`src/ffa_pkg.sv`:
```
`timescale 1ns / 1ps
// ----------------------------------------------------------------------------
// ffa_pkg
// Shared types and constants of the first-fit block allocator: field widths,
// request codes, register map and the table entry layout.
// ----------------------------------------------------------------------------
package ffa_pkg;

    // field widths
    localparam int OFFSET_BITS = 16;
    localparam int SIZE_BITS   = 17;
    localparam int FUNC_BITS   = 2;
    // cursor / end arithmetic needs headroom above the size width
    localparam int CUR_BITS    = SIZE_BITS + 1;
    localparam int ALIGN_BYTES = 8;

    // request codes
    typedef logic [FUNC_BITS-1:0] t_func;
    localparam t_func FUNC_ALLOC = 2'd0;
    localparam t_func FUNC_FREE  = 2'd1;
    localparam t_func FUNC_QUERY = 2'd2;

    // configuration port
    localparam int PADDR_BITS = 3;
    localparam int PDATA_BITS = 32;
    localparam logic REG_REGION_BYTES = 1'b0;
    localparam logic [SIZE_BITS-1:0] REGION_RESET = 17'd4096;

    // largest region end the offset width can address
    localparam logic [CUR_BITS-1:0] REGION_CAP = CUR_BITS'(64'd1 << OFFSET_BITS);

    // one allocated block in the table
    typedef struct packed {
        logic [OFFSET_BITS-1:0] offset;
        logic [SIZE_BITS-1:0]   size;
    } t_entry;

    // round a byte count up to the alignment
    function automatic logic [CUR_BITS-1:0] round_up(input logic [CUR_BITS-1:0] x);
        logic [CUR_BITS-1:0] s;
        s = x + CUR_BITS'(ALIGN_BYTES - 1);
        return CUR_BITS'((s / ALIGN_BYTES) * ALIGN_BYTES);
    endfunction

endpackage

```
`src/ffa_req_if.sv`:
```
`timescale 1ns / 1ps
// ----------------------------------------------------------------------------
// ffa_req_if
// Request channel of the allocator: valid/ready handshake with the request
// kind, requested size and target offset.
// ----------------------------------------------------------------------------
interface ffa_req_if;
    import ffa_pkg::*;

    logic                   valid;
    logic                   ready;
    logic [FUNC_BITS-1:0]   func;
    logic [SIZE_BITS-1:0]   request_bytes;
    logic [OFFSET_BITS-1:0] target_offset;

    modport source (output valid, func, request_bytes, target_offset, input ready);
    modport sink   (input valid, func, request_bytes, target_offset, output ready);
endinterface

```
`src/ffa_rsp_if.sv`:
```
`timescale 1ns / 1ps
// ----------------------------------------------------------------------------
// ffa_rsp_if
// Response channel of the allocator: valid/ready handshake with the status,
// granted offset and block size.
// ----------------------------------------------------------------------------
interface ffa_rsp_if;
    import ffa_pkg::*;

    logic                   valid;
    logic                   ready;
    logic                   ok;
    logic [OFFSET_BITS-1:0] granted_offset;
    logic [SIZE_BITS-1:0]   found_bytes;

    modport source (output valid, ok, granted_offset, found_bytes, input ready);
    modport sink   (input valid, ok, granted_offset, found_bytes, output ready);
endinterface

```
`src/first_fit_block_allocator.sv`:
```
`timescale 1ns / 1ps
// The walk reads one table entry a cycle and stops at the first fit or match, then the
// insert or remove shift moves only the remaining entries, one a cycle.
// One request at a time: a new request is taken once the previous result sits in the
// output register.
// Reset clears the block count and loads the region size with 4096; the table is not cleared.
// ----------------------------------------------------------------------------
// first_fit_block_allocator
// First-fit allocator over one region: a sorted table of blocks in a memory,
// walked and shifted by a small sequencer with one shared compare datapath.
// ----------------------------------------------------------------------------
module first_fit_block_allocator #(
    parameter int MAX_BLOCKS = 32
) (
    input  logic                           i_clk,
    input  logic                           i_rst_n,
    ffa_req_if.sink                        i_req,
    ffa_rsp_if.source                      o_rsp,
    input  logic                           psel,
    input  logic                           penable,
    input  logic                           pwrite,
    input  logic [ffa_pkg::PADDR_BITS-1:0] paddr,
    input  logic [ffa_pkg::PDATA_BITS-1:0] pwdata,
    output logic [ffa_pkg::PDATA_BITS-1:0] prdata,
    output logic                           pready
);
    import ffa_pkg::*;

    localparam int AW = (MAX_BLOCKS > 1) ? $clog2(MAX_BLOCKS) : 1;
    localparam int CW = $clog2(MAX_BLOCKS + 1);

    typedef enum logic [2:0] {
        ST_IDLE,
        ST_SCAN,
        ST_INS,
        ST_FIND,
        ST_DEL,
        ST_RESP
    } t_state;

    // sequencer and datapath registers
    t_state                 r_state, n_state;
    logic [CW-1:0]          r_count, n_count;
    logic [CW-1:0]          r_idx, n_idx;
    logic [CW-1:0]          r_pos, n_pos;
    logic [CUR_BITS-1:0]    r_cursor, n_cursor;
    logic [CUR_BITS-1:0]    r_need, n_need;
    logic [CUR_BITS-1:0]    r_end, n_end;
    t_func                  r_func, n_func;
    logic [OFFSET_BITS-1:0] r_off, n_off;
    logic                   r_res_ok, n_res_ok;
    logic [OFFSET_BITS-1:0] r_res_offset, n_res_offset;
    logic [SIZE_BITS-1:0]   r_res_bytes, n_res_bytes;
    logic                   r_o_valid, n_o_valid;
    logic                   r_o_ok, n_o_ok;
    logic [OFFSET_BITS-1:0] r_o_offset, n_o_offset;
    logic [SIZE_BITS-1:0]   r_o_bytes, n_o_bytes;
    logic [SIZE_BITS-1:0]   r_region;

    // block table
    t_entry                 r_mem [MAX_BLOCKS];
    t_entry                 r_rd_data;
    logic                   mem_we;
    logic [AW-1:0]          mem_waddr;
    t_entry                 mem_wdata;
    logic [AW-1:0]          mem_raddr;

    // shared compare datapath
    logic [CUR_BITS-1:0]    region_up;
    logic [CUR_BITS-1:0]    end_cap;
    logic [CUR_BITS-1:0]    ent_off;
    logic [CUR_BITS-1:0]    ent_top;
    logic [CUR_BITS-1:0]    lim;
    logic                   gap_fit;
    logic                   tail_fit;
    logic [CUR_BITS-1:0]    req_up;
    logic [CW-1:0]          idx_inc;
    logic                   apb_wr;

    // configuration register
    assign apb_wr = psel & penable & pwrite & pready;
    assign pready = 1'b1;
    assign prdata = (paddr[PADDR_BITS-1] == REG_REGION_BYTES)
                  ? PDATA_BITS'(r_region) : '0;

    always_ff @(posedge i_clk) begin
        if (!i_rst_n) begin
            r_region <= REGION_RESET;
        end else if (apb_wr && paddr[PADDR_BITS-1] == REG_REGION_BYTES) begin
            r_region <= pwdata[SIZE_BITS-1:0];
        end
    end

    // table memory, registered read
    always_ff @(posedge i_clk) begin
        if (mem_we) begin
            r_mem[mem_waddr] <= mem_wdata;
        end
        r_rd_data <= r_mem[mem_raddr];
    end

    // gap checks against the entry just read
    assign region_up = round_up(CUR_BITS'(r_region));
    assign end_cap   = (region_up > REGION_CAP) ? REGION_CAP : region_up;
    assign req_up    = round_up(CUR_BITS'(i_req.request_bytes));
    assign ent_off   = CUR_BITS'(r_rd_data.offset);
    assign ent_top   = ent_off + CUR_BITS'(r_rd_data.size);
    assign lim       = (ent_off < r_end) ? ent_off : r_end;
    assign gap_fit   = (lim >= r_cursor) && ((lim - r_cursor) >= r_need);
    assign tail_fit  = (r_end >= r_cursor) && ((r_end - r_cursor) >= r_need);
    assign idx_inc   = r_idx + CW'(1);

    assign i_req.ready      = (r_state == ST_IDLE);
    assign o_rsp.valid          = r_o_valid;
    assign o_rsp.ok             = r_o_ok;
    assign o_rsp.granted_offset = r_o_offset;
    assign o_rsp.found_bytes    = r_o_bytes;

    // sequencer next state
    always_comb begin
        n_state      = r_state;
        n_count      = r_count;
        n_idx        = r_idx;
        n_pos        = r_pos;
        n_cursor     = r_cursor;
        n_need       = r_need;
        n_end        = r_end;
        n_func       = r_func;
        n_off        = r_off;
        n_res_ok     = r_res_ok;
        n_res_offset = r_res_offset;
        n_res_bytes  = r_res_bytes;
        n_o_valid    = r_o_valid;
        n_o_ok       = r_o_ok;
        n_o_offset   = r_o_offset;
        n_o_bytes    = r_o_bytes;
        mem_we       = 1'b0;
        mem_waddr    = r_idx[AW-1:0];
        mem_wdata    = r_rd_data;
        mem_raddr    = idx_inc[AW-1:0];

        // output register drains on a transfer
        if (r_o_valid && o_rsp.ready) begin
            n_o_valid = 1'b0;
        end

        case (r_state)
            ST_IDLE: begin
                mem_raddr = '0;
                if (i_req.valid) begin
                    n_func       = i_req.func;
                    n_off        = i_req.target_offset;
                    n_need       = req_up;
                    n_end        = end_cap;
                    n_cursor     = '0;
                    n_idx        = '0;
                    n_res_ok     = 1'b0;
                    n_res_offset = '0;
                    n_res_bytes  = '0;
                    case (i_req.func)
                        FUNC_ALLOC: begin
                            if (i_req.request_bytes == '0
                                || r_count >= CW'(MAX_BLOCKS)) begin
                                n_state = ST_RESP;
                            end else begin
                                n_state = ST_SCAN;
                            end
                        end
                        FUNC_FREE, FUNC_QUERY: begin
                            n_state = ST_FIND;
                        end
                        default: begin
                            n_state = ST_RESP;
                        end
                    endcase
                end
            end

            // walk the table for the first gap that holds the request
            ST_SCAN: begin
                if (r_idx >= r_count) begin
                    if (tail_fit) begin
                        n_pos     = r_count;
                        n_idx     = r_count;
                        mem_raddr = r_count[AW-1:0] - AW'(1);
                        n_state   = ST_INS;
                    end else begin
                        n_state   = ST_RESP;
                    end
                end else if (gap_fit) begin
                    n_pos     = r_idx;
                    n_idx     = r_count;
                    mem_raddr = r_count[AW-1:0] - AW'(1);
                    n_state   = ST_INS;
                end else begin
                    if (ent_top > r_cursor) begin
                        n_cursor = ent_top;
                    end
                    n_idx = idx_inc;
                end
            end

            // open a slot by moving entries up, then store the new block
            ST_INS: begin
                mem_we = 1'b1;
                if (r_idx == r_pos) begin
                    mem_wdata.offset = r_cursor[OFFSET_BITS-1:0];
                    mem_wdata.size   = r_need[SIZE_BITS-1:0];
                    n_count      = r_count + CW'(1);
                    n_res_ok     = 1'b1;
                    n_res_offset = r_cursor[OFFSET_BITS-1:0];
                    n_res_bytes  = r_need[SIZE_BITS-1:0];
                    n_state      = ST_RESP;
                end else begin
                    mem_raddr = r_idx[AW-1:0] - AW'(2);
                    n_idx     = r_idx - CW'(1);
                end
            end

            // search for the block at the target offset
            ST_FIND: begin
                if (r_idx >= r_count) begin
                    n_state = ST_RESP;
                end else if (r_rd_data.offset == r_off) begin
                    if (r_func == FUNC_QUERY) begin
                        n_res_ok    = 1'b1;
                        n_res_bytes = r_rd_data.size;
                        n_state     = ST_RESP;
                    end else begin
                        n_state     = ST_DEL;
                    end
                end else begin
                    n_idx = idx_inc;
                end
            end

            // close the gap by moving later entries down
            ST_DEL: begin
                if (idx_inc >= r_count) begin
                    n_count  = r_count - CW'(1);
                    n_res_ok = 1'b1;
                    n_state  = ST_RESP;
                end else begin
                    mem_we    = 1'b1;
                    mem_raddr = r_idx[AW-1:0] + AW'(2);
                    n_idx     = idx_inc;
                end
            end

            // hand the result to the output register
            ST_RESP: begin
                if (!r_o_valid || o_rsp.ready) begin
                    n_o_valid  = 1'b1;
                    n_o_ok     = r_res_ok;
                    n_o_offset = r_res_offset;
                    n_o_bytes  = r_res_bytes;
                    n_state    = ST_IDLE;
                end
            end

            default: begin
                n_state = ST_IDLE;
            end
        endcase
    end

    // state and registered outputs
    always_ff @(posedge i_clk) begin
        if (!i_rst_n) begin
            r_state   <= ST_IDLE;
            r_count   <= '0;
            r_o_valid <= 1'b0;
        end else begin
            r_state   <= n_state;
            r_count   <= n_count;
            r_o_valid <= n_o_valid;
        end
        r_idx        <= n_idx;
        r_pos        <= n_pos;
        r_cursor     <= n_cursor;
        r_need       <= n_need;
        r_end        <= n_end;
        r_func       <= n_func;
        r_off        <= n_off;
        r_res_ok     <= n_res_ok;
        r_res_offset <= n_res_offset;
        r_res_bytes  <= n_res_bytes;
        r_o_ok       <= n_o_ok;
        r_o_offset   <= n_o_offset;
        r_o_bytes    <= n_o_bytes;
    end

endmodule
```
`src/flat_wrapper.sv`:
```
// flat-port wrapper written by rule: the top's interface ports become plain ports
module first_fit_block_allocator_flat import ffa_pkg::*;
#(
    parameter int MAX_BLOCKS = 32
)
  (i_clk, i_rst_n, psel, penable, pwrite, paddr, pwdata, prdata, pready, i_req_valid, i_req_func, i_req_request_bytes, i_req_target_offset, i_req_ready, o_rsp_valid, o_rsp_ok, o_rsp_granted_offset, o_rsp_found_bytes, o_rsp_ready);
  ffa_req_if i_req_i ();
  ffa_rsp_if o_rsp_i ();
  input  logic i_clk;
  input  logic i_rst_n;
  input  logic psel;
  input  logic penable;
  input  logic pwrite;
  input  logic [ffa_pkg::PADDR_BITS-1:0] paddr;
  input  logic [ffa_pkg::PDATA_BITS-1:0] pwdata;
  output logic [ffa_pkg::PDATA_BITS-1:0] prdata;
  output logic pready;
  input wire logic [$bits(i_req_i.valid)-1:0] i_req_valid;
  input wire logic [$bits(i_req_i.func)-1:0] i_req_func;
  input wire logic [$bits(i_req_i.request_bytes)-1:0] i_req_request_bytes;
  input wire logic [$bits(i_req_i.target_offset)-1:0] i_req_target_offset;
  output wire logic [$bits(i_req_i.ready)-1:0] i_req_ready;
  output wire logic [$bits(o_rsp_i.valid)-1:0] o_rsp_valid;
  output wire logic [$bits(o_rsp_i.ok)-1:0] o_rsp_ok;
  output wire logic [$bits(o_rsp_i.granted_offset)-1:0] o_rsp_granted_offset;
  output wire logic [$bits(o_rsp_i.found_bytes)-1:0] o_rsp_found_bytes;
  input wire logic [$bits(o_rsp_i.ready)-1:0] o_rsp_ready;
  assign i_req_i.valid = i_req_valid;
  assign i_req_i.func = i_req_func;
  assign i_req_i.request_bytes = i_req_request_bytes;
  assign i_req_i.target_offset = i_req_target_offset;
  assign i_req_ready = i_req_i.ready;
  assign o_rsp_valid = o_rsp_i.valid;
  assign o_rsp_ok = o_rsp_i.ok;
  assign o_rsp_granted_offset = o_rsp_i.granted_offset;
  assign o_rsp_found_bytes = o_rsp_i.found_bytes;
  assign o_rsp_i.ready = o_rsp_ready;
  first_fit_block_allocator #(.MAX_BLOCKS(MAX_BLOCKS)) u_core (.i_clk(i_clk), .i_rst_n(i_rst_n), .i_req(i_req_i), .o_rsp(o_rsp_i), .psel(psel), .penable(penable), .pwrite(pwrite), .paddr(paddr), .pwdata(pwdata), .prdata(prdata), .pready(pready));
endmodule
```
`config.mk`:
```
export PLATFORM = sky130hd
export DESIGN_NAME = first_fit_block_allocator_flat
export DESIGN_NICKNAME = d
export VERILOG_FILES = /design/src/ffa_pkg.sv /design/src/ffa_req_if.sv /design/src/ffa_rsp_if.sv /design/src/first_fit_block_allocator.sv /design/src/flat_wrapper.sv
export SDC_FILE = /design/constraint.sdc
export NUM_CORES = 2
export LEC_CHECK = 0
export ABC_CLOCK_PERIOD_IN_PS = 13800
export BUFFER_PORTS_ARGS = -buffer_cell sky130_fd_sc_hd__buf_2
export CORE_MARGIN = 3
export CORE_UTILIZATION = 40
export DETAILED_ROUTE_END_ITERATION = 10
export PLACE_DENSITY_LB_ADDON = 0.15
export SYNTH_ARGS = -nofsm -noshare
export SYNTH_HDL_FRONTEND = slang
export SYNTH_SLANG_ARGS = --single-unit
```
`constraint.sdc`:
```
create_clock -name i_clk -period 13.8 [get_ports i_clk]
set_input_delay 0.69 -clock i_clk [delete_from_list [all_inputs] [get_ports i_clk]]
set_output_delay 0.69 -clock i_clk [all_outputs]
set_load 0.03 [all_outputs]
```
==> results_dict.tcl <==
set metrics [dict create \
    status "completed" \
    start_util_pct 40.3 \
    crit_required_ns 14.44 \
    yosysTopAreaCellShare_pct 66.0 \
    synthDistinctLibCells 83 \
    drive_gt1_share_pct 12.1 \
    rr_endpoint "u_core.r_rd_data[11]$_DFF_P_" \
    slowest_stage "buf_4" \
    cp_max_fo 75 \
    antenna_found_initial 4 \
    ys_top_cells_by_area "edfxtp_1 (66%), nand2_1 (4.5%), ha_1 (3.1%), a211oi_1 (2.7%), a21oi_1 (2.5%)" \
    grt_max_degree 135 \
    period_minus_slack_ns 10.93 \
    grtUsageTotal_pct 21.8 \
    place_inst 5906 \
    die_h_um 376 \
    worstMarginPinSlew_ns 1.41 \
    timing.fmax_ghz 0.0915 \
    io_pins 146 \
    dieArea_um2 141000 \
    rr_startpoint "u_core.ent_off[4]$_DFF_P_" \
    clockBufferDepth 3 \
    avgSynthCellArea_um2 13.2 \
    port_buffers 112 \
    r2r_setup_slack_ns 2.87 \
    cts_buffers 139 \
    finalMaxSlewViolations 0 \
    place.gp.congestion 0.850 \
    ys_ff_latch 1262 \
    max_stage_delay_ns 0.75 \
    dpl.hpwl_um 88800 \
    yosysMostFrequentCell "edfxtp_1" \
    hold_class "input port to flip-flop" \
    criticalPathCategory "flip-flop to flip-flop" \
    grt_pass1_vias 33100 \
    final_cells 6162 \
    cp.arrival_ns 11.58 \
    post_cts.repair.setup_buffers 0 \
    dieWidth_um 376 \
    finalClockSkew_ns 0.0213 \
    routed_wl_um 156000 \
    hold_buffers 0 \
    end_kind "flip-flop" \
    setup_viol 0 \
    synth_warnings 0 \
    syn2layout_area_growth_pct 12.8 \
    drc 0 \
    cts_tree "built" \
    r2r.worst_path.cells 39 \
    ys_top_cells_by_count "edfxtp_1 (1202), nand2_1 (661), a21oi_1 (275)" \
    synthCells 4150 \
    finalHoldViolCount 0 \
    synth-edff-count 1202 \
    rows 135 \
    wl_per_cell_um 25.3 \
    tns_ns 0 \
    cts_resized 0 \
    min_to "u_core.r_off[3]$_DFFE_PP_" \
    core_um2 136000 \
    critPathLaunchType "flip-flop" \
    dr.pass1.iters 6 \
    cp_num_buf_inv 2 \
    clock_sinks 1262 \
    grt_pass1_wl_um 227000 \
    clkSlewWorstSetupHoldPaths_ns 0.06 \
    slew_headroom_pct 6.31 \
    final_nets 4481 \
    routed_via_density 5.58 \
    vias 34400 \
    holdPathStages 1 \
    drtIter0Drc 3146 \
    fin_crit_sh_pct 79.2 \
    ys_seq_area_share_pct 68.2 \
    max_cap_violations 0 \
    insertion_delay_ns 0.76 \
    rsz0062_at_grt "false" \
    hold_start "i_req_target_offset[3]" \
    syn_area_um2 54700 \
    cp_top_family "compound AO/OA/AOI/OAI gates" \
    crit_top_cell "a21o_1" \
    yosysTopAreaCell "edfxtp_1" \
    synth_flop_cell "edfxtp_1" \
    root_buffer "clkbuf_16" \
    ant_nets 0 \
    grt.overflow.total 0 \
    async_flop_share_pct 0 \
    h-tree-depth 4 \
]
==> worst max-delay path by stage <==
stage / start / end / depth (start not counted)
6_report: u_core.ent_off[4]$_DFF_P_ / u_core.r_rd_data[11]$_DFF_P_ / 39
5_1_grt: u_core.ent_off[4]$_DFF_P_ / u_core.r_rd_data[11]$_DFF_P_ / 39
4_1_cts: u_core.ent_off[4]$_DFF_P_ / u_core.r_rd_data[11]$_DFF_P_ / 39
3_5_place_dp: u_core.ent_off[4]$_DFF_P_ / u_core.r_rd_data[11]$_DFF_P_ / 39
3_3_place_gp: u_core.ent_off[4]$_DFF_P_ / u_core.ent_off[11]$_DFF_P_ / 39
2_1_floorplan: u_core.r_end[4]$_SDFFCE_PN0P_ / u_core.r_rd_data[2]$_DFF_P_ / 41
==> registers in the layout, summed over array words and instances, names as in the netlist, 2 cells and up <==
name,cells
u_core.ent_off,16
u_core.o_rsp.found_bytes,17
u_core.o_rsp.granted_offset,16
u_core.r_count,6
u_core.r_cursor,18
u_core.r_end,15
u_core.r_func,2
u_core.r_idx,6
u_core.r_mem,1056
u_core.r_need,15
u_core.r_off,16
u_core.r_pos,6
u_core.r_rd_data,17
u_core.r_region,17
u_core.r_res_bytes,17
u_core.r_res_offset,16
u_core.r_state,3
==> area by class of cell <==
class	instances	area, µm²
clock buffers	185	3780
repair buffers	212	1370
inverters	84	315
well taps	1781	2230
multi-input cells	2567	16200
flip-flops and latches	1262	37300
fillers	12100	74000
clock inverters	66	467
diodes	5	12.5
==> cells by family (layout without fill, tap and decap cells) <==
logic type | count (synthesis) | after routing | share of synthesized area, %
buf+inv | 338 | 547 | 3.13
compound gates | 919 | 919 | 10.7
other cells | 2 | 24 | 0.0137
simple gates | 1287 | 1287 | 11.2
fa+ha+maj | 138 | 138 | 3.19
flops | 1262 | 1262 | 68.2
xor+xnor | 102 | 102 | 1.63
mux | 102 | 102 | 1.97
==> metrics by stage <==
| step | utilization [%] | setup WS, ns | cell area [µm²] | hold slack [ns] |
|---|---|---|---|---|
| floorplan | - | 6.00 | 54700 | 0.400 |
| global placement | 42.3 | 2.91 | 57400 | 0.402 |
| detailed placement | 42.3 | 2.82 | 57400 | 0.405 |
| CTS | 45.4 | 2.78 | 61600 | 0.0402 |
| global route | 45.4 | 2.05 | 61600 | 0.0668 |
| finish | 45.5 | 2.87 | 61600 | 0.105 |
==> metal layers <==
layer	vias to the layer above	track usage, %	share of wire (%)
li1	15800	-	-
met1	17300	30.0	44
met2	1038	35.3	47
met3	205	4.10	6.4
met4	0	6.01	2.4
met5	-	0	0
==> cell usage in the layout (no fill, tap or decap), types with 34 or more instances in the layout <==
master / n
and3_1: 136
nand4_1: 48
o21ai_0: 169
a211oi_1: 196
nand2_1: 661
ha_1: 136
nor2b_1: 34
clkinv_1: 35
edfxtp_1: 1202
nor3_1: 92
inv_1: 83
clkbuf_1: 38
a21oi_1: 275
mux2i_1: 77
nor4_1: 66
buf_4: 95
xnor2_1: 63
nor2_1: 96
dfxtp_1: 60
buf_2: 112
xor2_1: 39
a21boi_0: 86
clkbuf_16: 143
Power is not shown: default switching activity piles up to over one toggle a cycle in this logic, so the estimate is an artifact.
